### src/sv/mtvb_pkg.sv
// Shared types, widths and codes for the morph target vertex blend block.
`default_nettype none

package mtvb_pkg;

  // Field widths
  localparam int POS_W       = 32;
  localparam int WEIGHT_W    = 32;
  localparam int TOTAL_W     = 38;
  localparam int INDEX_W     = 6;
  localparam int COUNT_W     = 7;
  localparam int BASE_W      = 22;
  localparam int BASE_FRAC   = 16;

  // Blend arithmetic: factor magnitude, difference magnitude, product, sum
  localparam int MUL_W       = 31;
  localparam int MAG_W       = 33;
  localparam int PROD_W      = MUL_W + MAG_W;
  localparam int SUM_W       = PROD_W + 2;

  localparam int AXES        = 3;
  localparam int AXIS_W      = 2;

  // Configuration port
  localparam int CFG_INDEX_W = 2;
  localparam int CFG_DATA_W  = 22;

  // Parameter defaults
  localparam int DEF_MAX_SHAPES = 64;
  localparam int DEF_FRAC_BITS  = 16;

  // Register indexes
  localparam logic [CFG_INDEX_W-1:0] CFG_BLEND_MODE  = 2'd0;
  localparam logic [CFG_INDEX_W-1:0] CFG_SHAPE_COUNT = 2'd1;
  localparam logic [CFG_INDEX_W-1:0] CFG_BASE_MORPH  = 2'd2;

  // Item opcodes and blend modes
  localparam logic OP_LOAD       = 1'b0;
  localparam logic OP_VERTEX     = 1'b1;
  localparam logic MODE_WEIGHTED = 1'b0;
  localparam logic MODE_INTERP   = 1'b1;

  // Axis codes
  localparam logic [AXIS_W-1:0] AXIS_X = 2'd0;
  localparam logic [AXIS_W-1:0] AXIS_Y = 2'd1;
  localparam logic [AXIS_W-1:0] AXIS_Z = 2'd2;

  // Saturation limits
  localparam logic signed [TOTAL_W-1:0] TOTAL_MAX = {1'b0, {(TOTAL_W-1){1'b1}}};
  localparam logic signed [TOTAL_W-1:0] TOTAL_MIN = {1'b1, {(TOTAL_W-1){1'b0}}};
  localparam logic signed [POS_W-1:0]   POS_MAX   = {1'b0, {(POS_W-1){1'b1}}};
  localparam logic signed [POS_W-1:0]   POS_MIN   = {1'b1, {(POS_W-1){1'b0}}};

  // Source of the blend factor
  typedef enum logic [1:0] {
    MSEL_RAW,
    MSEL_ZERO,
    MSEL_FRAC
  } msel_t;

  // Controller to datapath
  typedef struct packed {
    logic              accept;
    logic              m_load;
    msel_t             m_sel;
    logic              div_start;
    logic              div_step;
    logic              diff;
    logic              mul_en;
    logic [AXIS_W-1:0] mul_axis;
    logic              add_en;
    logic [AXIS_W-1:0] add_axis;
    logic              out_load;
  } mtvb_cmd_t;

  // Datapath to controller
  typedef struct packed {
    logic in_load;
    logic mode_interp;
    logic fold;
    logic w_neg;
    logic need_div;
    logic hit;
    logic do_blend;
    logic last_shape;
  } mtvb_sts_t;

endpackage

`default_nettype wire

### src/sv/mtvb_ctrl.sv
// Sequencing state machine for the morph blend: read, divide, difference, multiply, add, result.
`default_nettype none

module mtvb_ctrl (
  input  logic                clk,
  input  logic                rst,
  input  logic                in_valid,
  output logic                in_stall,
  output logic                out_valid,
  input  logic                out_stall,
  input  mtvb_pkg::mtvb_sts_t sts,
  output mtvb_pkg::mtvb_cmd_t cmd
);

  import mtvb_pkg::*;

  localparam int DIV_CNT_W = $clog2(MUL_W);
  localparam logic [DIV_CNT_W-1:0] DIV_LAST = DIV_CNT_W'(MUL_W - 1);

  typedef enum logic [2:0] {
    ST_IDLE,
    ST_READ,
    ST_DIV,
    ST_DIFF,
    ST_MUL,
    ST_ADD,
    ST_FIN
  } state_t;

  state_t              state, state_next;
  logic [DIV_CNT_W-1:0] div_cnt, div_cnt_next;
  logic [AXIS_W-1:0]    axis, axis_next;
  logic                 out_valid_next;

  assign in_stall = (state != ST_IDLE);

  // Next state and commands
  always_comb begin
    cmd          = '0;
    state_next   = state;
    div_cnt_next = div_cnt;
    axis_next    = axis;
    unique case (state)
      ST_IDLE: begin
        if (in_valid) begin
          cmd.accept = 1'b1;
          state_next = sts.in_load ? ST_IDLE : ST_READ;
        end
      end
      ST_READ: begin
        // weight word is on the RAM output now
        if (sts.mode_interp) begin
          if (sts.hit) begin
            cmd.m_load = 1'b1;
            cmd.m_sel  = MSEL_FRAC;
            state_next = ST_DIFF;
          end else begin
            state_next = ST_FIN;
          end
        end else if (sts.fold) begin
          if (sts.w_neg) begin
            cmd.m_load = 1'b1;
            cmd.m_sel  = MSEL_ZERO;
            state_next = ST_DIFF;
          end else if (sts.need_div) begin
            cmd.div_start = 1'b1;
            div_cnt_next  = '0;
            state_next    = ST_DIV;
          end else begin
            cmd.m_load = 1'b1;
            cmd.m_sel  = MSEL_RAW;
            state_next = ST_DIFF;
          end
        end else begin
          state_next = ST_FIN;
        end
      end
      ST_DIV: begin
        cmd.div_step = 1'b1;
        if (div_cnt == DIV_LAST) begin
          state_next = ST_DIFF;
        end else begin
          div_cnt_next = div_cnt + DIV_CNT_W'(1);
        end
      end
      ST_DIFF: begin
        cmd.diff   = 1'b1;
        axis_next  = AXIS_X;
        state_next = sts.do_blend ? ST_MUL : ST_FIN;
      end
      ST_MUL: begin
        // multiply this axis while the previous one is summed
        cmd.mul_en   = 1'b1;
        cmd.mul_axis = axis;
        if (axis != AXIS_X) begin
          cmd.add_en   = 1'b1;
          cmd.add_axis = axis - AXIS_W'(1);
        end
        if (axis == AXIS_Z) begin
          state_next = ST_ADD;
        end else begin
          axis_next = axis + AXIS_W'(1);
        end
      end
      ST_ADD: begin
        cmd.add_en   = 1'b1;
        cmd.add_axis = AXIS_Z;
        state_next   = ST_FIN;
      end
      ST_FIN: begin
        if (!sts.last_shape) begin
          state_next = ST_IDLE;
        end else if (!(out_valid && out_stall)) begin
          cmd.out_load = 1'b1;
          state_next   = ST_IDLE;
        end
      end
      default: begin
        state_next = ST_IDLE;
      end
    endcase
  end

  // Output register valid: set on load, cleared when taken
  always_comb begin
    if (cmd.out_load) begin
      out_valid_next = 1'b1;
    end else if (!out_stall) begin
      out_valid_next = 1'b0;
    end else begin
      out_valid_next = out_valid;
    end
  end

  always_ff @(posedge clk) begin
    if (rst) begin
      state     <= ST_IDLE;
      div_cnt   <= '0;
      axis      <= AXIS_X;
      out_valid <= 1'b0;
    end else begin
      state     <= state_next;
      div_cnt   <= div_cnt_next;
      axis      <= axis_next;
      out_valid <= out_valid_next;
    end
  end

endmodule

`default_nettype wire

### config.mk
export PLATFORM = sky130hd
export DESIGN_NAME = mtvb_ctrl
export DESIGN_NICKNAME = d
export VERILOG_FILES = /design/src/sv/mtvb_pkg.sv /design/src/sv/mtvb_ctrl.sv
export SDC_FILE = /design/constraint.sdc
export NUM_CORES = 1
export LEC_CHECK = 0
export ABC_AREA = 0
export BUFFER_PORTS_ARGS = -buffer_cell sky130_fd_sc_hd__buf_2
export CORE_MARGIN = 2
export CORE_UTILIZATION = 25
export CTS_CLUSTER_SIZE = 10
export DETAILED_ROUTE_END_ITERATION = 12
export SETUP_SLACK_MARGIN = 0.2
export SYNTH_ARGS = -nofsm -noshare
export SYNTH_HDL_FRONTEND = slang
export SYNTH_SLANG_ARGS = --single-unit
### constraint.sdc
create_clock -name clk -period 1.4 [get_ports clk]
set_clock_uncertainty 0.05 [all_clocks]
set_input_delay 0.14 -clock clk [delete_from_list [all_inputs] [get_ports clk]]
set_output_delay 0.14 -clock clk [all_outputs]
set_load 0.02 [all_outputs]
### After elaboration in Yosys (flattened, before gate mapping)

Index checks and enable logic that the tools add are counted.

* latch bits: 0
* register bits: 11
* RAM bits: 0
* ROM bits: 0
* output and inout bits: 16
* memories: 0
* logic and storage cells: 77
* input bits: 12

* shifts and indexed selects: 0
* bitwise operators: 0
* equality and inequality tests: 19
* multiply operators: 0
* div/mod/pow operators: 0
* add/subtract/negate cells: 3
* reduce and logical (&&, ||, !) cells: 9
* $lt $le $gt $ge: 0
* mux-type cells: 42

Operators with widths (count)
* two-way mux 3 bit: 15
* two-way mux 5 bit: 5
* one-hot mux 3 bit (7 select lines): 1
* inequality test 2 bit (second input constant): 9
* two-way mux 1 bit: 14
* one-hot mux 5 bit (2 select lines): 1
* == test 3 bit (second input constant): 3
* two-way mux 4 bit: 2
* == test 3 x 2 -> 1 bit (second input constant): 2
* one-hot mux 3 bit (2 select lines): 1
* AND reduction 6 bit: 1
* nonzero test 2 bit: 3
* adder 5 x 1 -> 5 bit (second input constant): 1
* == test 5 bit (second input constant): 1
* two-way mux 2 bit: 2
* one-hot mux 2 bit (2 select lines): 1
* AND reduction 4 bit: 1
* == test 3 x 1 -> 1 bit (second input constant): 1
* zero test 3 bit: 1
* inequality test 3 bit (second input constant): 1
* nonzero test 3 bit: 1
* adder 2 x 1 -> 2 bit (second input constant): 1
* == test 2 bit (second input constant): 1
* inequality test 2 x 1 -> 1 bit (second input constant): 1
* other kinds (3): 3

### Depth between registers and ports, before layout

* word-level depth: 5
* depth in mapped cells: 6
* depth with buffers taken out: 6

### Worst setup path after synthesis

OpenSTA, ideal clock, no wires.

* path type: register to register
* from: register state[2]
* to: register state[0]
* setup time: 60 ps
* arrival time: 1562 ps
* data required time: 1290 ps
* setup slack: -272 ps
* cell stages (with the launch flop): 5
* cells stage by stage: dfxtp_1 > buf_6 > nor3b_2 > a21boi_0 > o221a_2

* word-level cells in the longest chain between the ends: 3
* elaborated cells on any way between the ends: 13

RTL lines
* start, declared: RTL line mtvb_ctrl.sv:30 `state_t state, state_next;`
* start signal, assigned: RTL line mtvb_ctrl.sv:142 `state <= state_next;`
* == test 3 bit (tied with other cells): RTL line mtvb_ctrl.sv:43 `unique case (state)`
* inequality test 3 bit (no source line) or inequality test 2 bit (tied branches)
* AND reduction 4 bit (no source line)

Several ways; a longest one is shown, not always the timed one.
A chain may end at the register's enable or synchronous reset.

==> summary.txt <==
STA
  • Final worst setup slack: -0.0980 ns
  • Period utilisation layout: 1.07
  • Final Hold Viols: 0
  • Worst-Margin Slew: 0.328 ns
  • Slew HR: 0.779
  • Slew Viols, Final: 0
  • RSZ-0062 raised after global routing: yes
  • Fmax: 668 MHz
  • Final min period: 1.50 ns
  • Endpoints failing setup: 10

Job
  • MaxCap Viol Count: 0

Drt
  • Drt first pass iters: 4
  • DRT antenna net count: 0
  • WL final: 2.52 mm
  • DR iter-0 viols: 23
  • Vias/cell: 4.91
  • Drt drc: 0
  • Wirelength per Cell: 13.2 µm
  • Via Count: 937

Clock network
  • Hold Buf Count CTS: 0
  • CTS max path bufs: 2
  • Inserted Clock Buffers: 3
  • Clock latency on the worst-skew pair: 0.27 ns
  • CTS tree: built
  • Sink Count: 11
  • Clock root buffer: clkbuf_4
  • Clk pin slew, worst setup/hold paths: 0.07 ns
  • H-tree depth: 1

Die
  • Die footprint: 3510 µm²
  • Core Box Area: 2980 µm²
  • DIE HEIGHT: 59.3 µm
  • I/O pin cnt: 28
  • Die Span X: 59.3 µm
  • Row Count: 20
  • Starting Density: 0.256

Yosys
  • Ys Warns: 0
  • Syn Nets: 115
  • Avg Cell Area, Syn: 7.87 µm²
  • Sequential-to-total area share from yosys stat: 0.289
  • Post-synth cell types: 33
  • Number of synthesized flops with an enable pin: 0
  • Yosys reg bits: 11
  • Async set or reset register ratio after synthesis: 0
  • Cells after synthesis: 97
  • Cell Area, Synth: 763 µm²
  • Post-synth top area cell: dfxtp_1
  • Synth area leaders: dfxtp_1 (29%), ha_1 (9.8%), a21oi_1 (9.2%)
  • Synth top area share: 0.289
  • Post-synth top flop: dfxtp_1

Worst setup path
  • Worst Path Required: 1.21 ns
  • Worst Setup SP: state[1]
  • Crit-path max FO: 6
  • Setup crit end kind: output pin
  • Critical path arrival: 1.31 ns
  • Worst R2R Start: div_cnt[0]
  • Critical path class: reg -> out
  • Critical Path Source Type: register

Layout
  • Layout area overhead: 102%
  • Filler cell count: 265
  • Finished Layout Cells: 191
  • Share of post-route cells with drive strength above 1: 0.690
  • Layout net count: 177
  • Diode count: 0
  • Commonest cells after routing, fill and taps aside: buf_4 (27), buf_6 (21), buf_2 (13)
  • Most common cell after layout, fill and taps aside: buf_4

Place
  • Dpl ws: -0.0125 ns
  • Hpwl dp: 1.54 mm
  • Cell Count Post-Placement: 169
  • Gpl congestion: 0.710
  • IO Port Bufs: 27

Power and ir drop
  • Final Power: 1.30 mW
  • Peak supply drop: 0.000614 V
  • Power per standard cell area: 843 nW/µm²
  • Lkg Pwr: 0.643 nW

Worst hold path
  • Hold wc startpoint: rst
  • HP Class: in -> reg

Run status
  • Failing checks: setup timing
  • Status: finished with violations

GRT
  • First-pass GRT wire length: 4.13 mm
  • Congestion Overflow GR: 0
  • Largest net degree at the start of global routing: 10
  • Antenna violations before repair: 0
  • Vias in the first global route: 949
  • All-Layer GR Usage: 0.154
[cells in the mapped netlist, types with 2 or more instances]
cell type and instances:
nand3b_1 2, nor2_1 8, o21ai_0 4, and3_1 2
nor2b_1 3, nand3_1 5, dfxtp_1 11, nand2b_1 3
a21oi_1 14, nand2_1 4, nor3_1 3, and2_1 2
inv_1 7, ha_1 6, or3_1 4, nor3b_2 2
[worst max-delay path, stage by stage (launching register included)]
cell      delay, ns
dfxtp_4        0.37
nand2b_4       0.16
buf_8          0.14
nor2_4         0.11
and2_4         0.15
buf_6          0.11
[flip-flops by register name, indices dropped and copies added (netlist names)]
name,count
div_cnt,5
state,3
out_valid,1
axis,2
[path summary, 6_finish.rpt]
check	endpoint	slack, ns	cells past startpoint
worst max-delay path	cmd[1]	-0.1	5
worst min-delay path	div_cnt[0]	0.10	2
worst max register to register	div_cnt[1]	-0.05	7
worst min register to register	div_cnt[3]	0.47	2
[where the power goes]
part           leakage, nW  internal (mW)  switching [mW]
clock network       0.0150          0.110           0.112
logic                0.536          0.376           0.322
registers           0.0927          0.342          0.0363
[per-layer routing]
metal,global-route usage,vias up,share of wire
met2,0.267,28,0.54
li1,-,464,-
met3,0.0459,6,0.052
met5,0,-,0
met4,0.0390,0,0.022
met1,0.183,439,0.39
[metrics by stage]
| step | TNS, ns | instance area [µm²] | util | hold WS (ns) |
|---|---|---|---|---|
| final | -0.502 | 1540 | 0.517 | 0.101 |
| after global routing | -1.67 | 1540 | 0.517 | 0.0911 |
| after CTS | -0.444 | 1440 | 0.483 | 0.0914 |
| after detailed placement | -0.0125 | 1060 | 0.357 | 0.392 |
| after global placement | 0 | 1060 | 0.357 | 0.382 |
| after floorplan | -0.217 | 792 | - | 0.262 |
[cells by family after synthesis]
family | after synthesis | synth area share
AOI/OAI and AO/OA | 25 | 0.202
adders and majority gates | 6 | 0.0984
buffers and inverters | 12 | 0.0754
DFF | 11 | 0.289
muxes | 1 | 0.0131
and+or+nand+nor | 42 | 0.323
[layout make-up]
type | instances | area [µm²] | share of cell area
clock buffer | 4 | 26.3 | 0.0171
inverter | 7 | 26.3 | 0.0171
timing repair buffer | 62 | 519 | 0.337
tap | 33 | 41.3 | 0.0268
multi-input combinational | 74 | 692 | 0.449
sequential | 11 | 235 | 0.153
[repair_timing]
item                                    in CTS  in global routing
endpoints found under the setup margin      25                 25
resized for setup                           72                 14
pin swaps                                   17                  6
buffers inserted                            12                  5
cloned                                       1                  0
endpoints found under the hold margin        0                  0
Power figures use the tool's default switching activity.
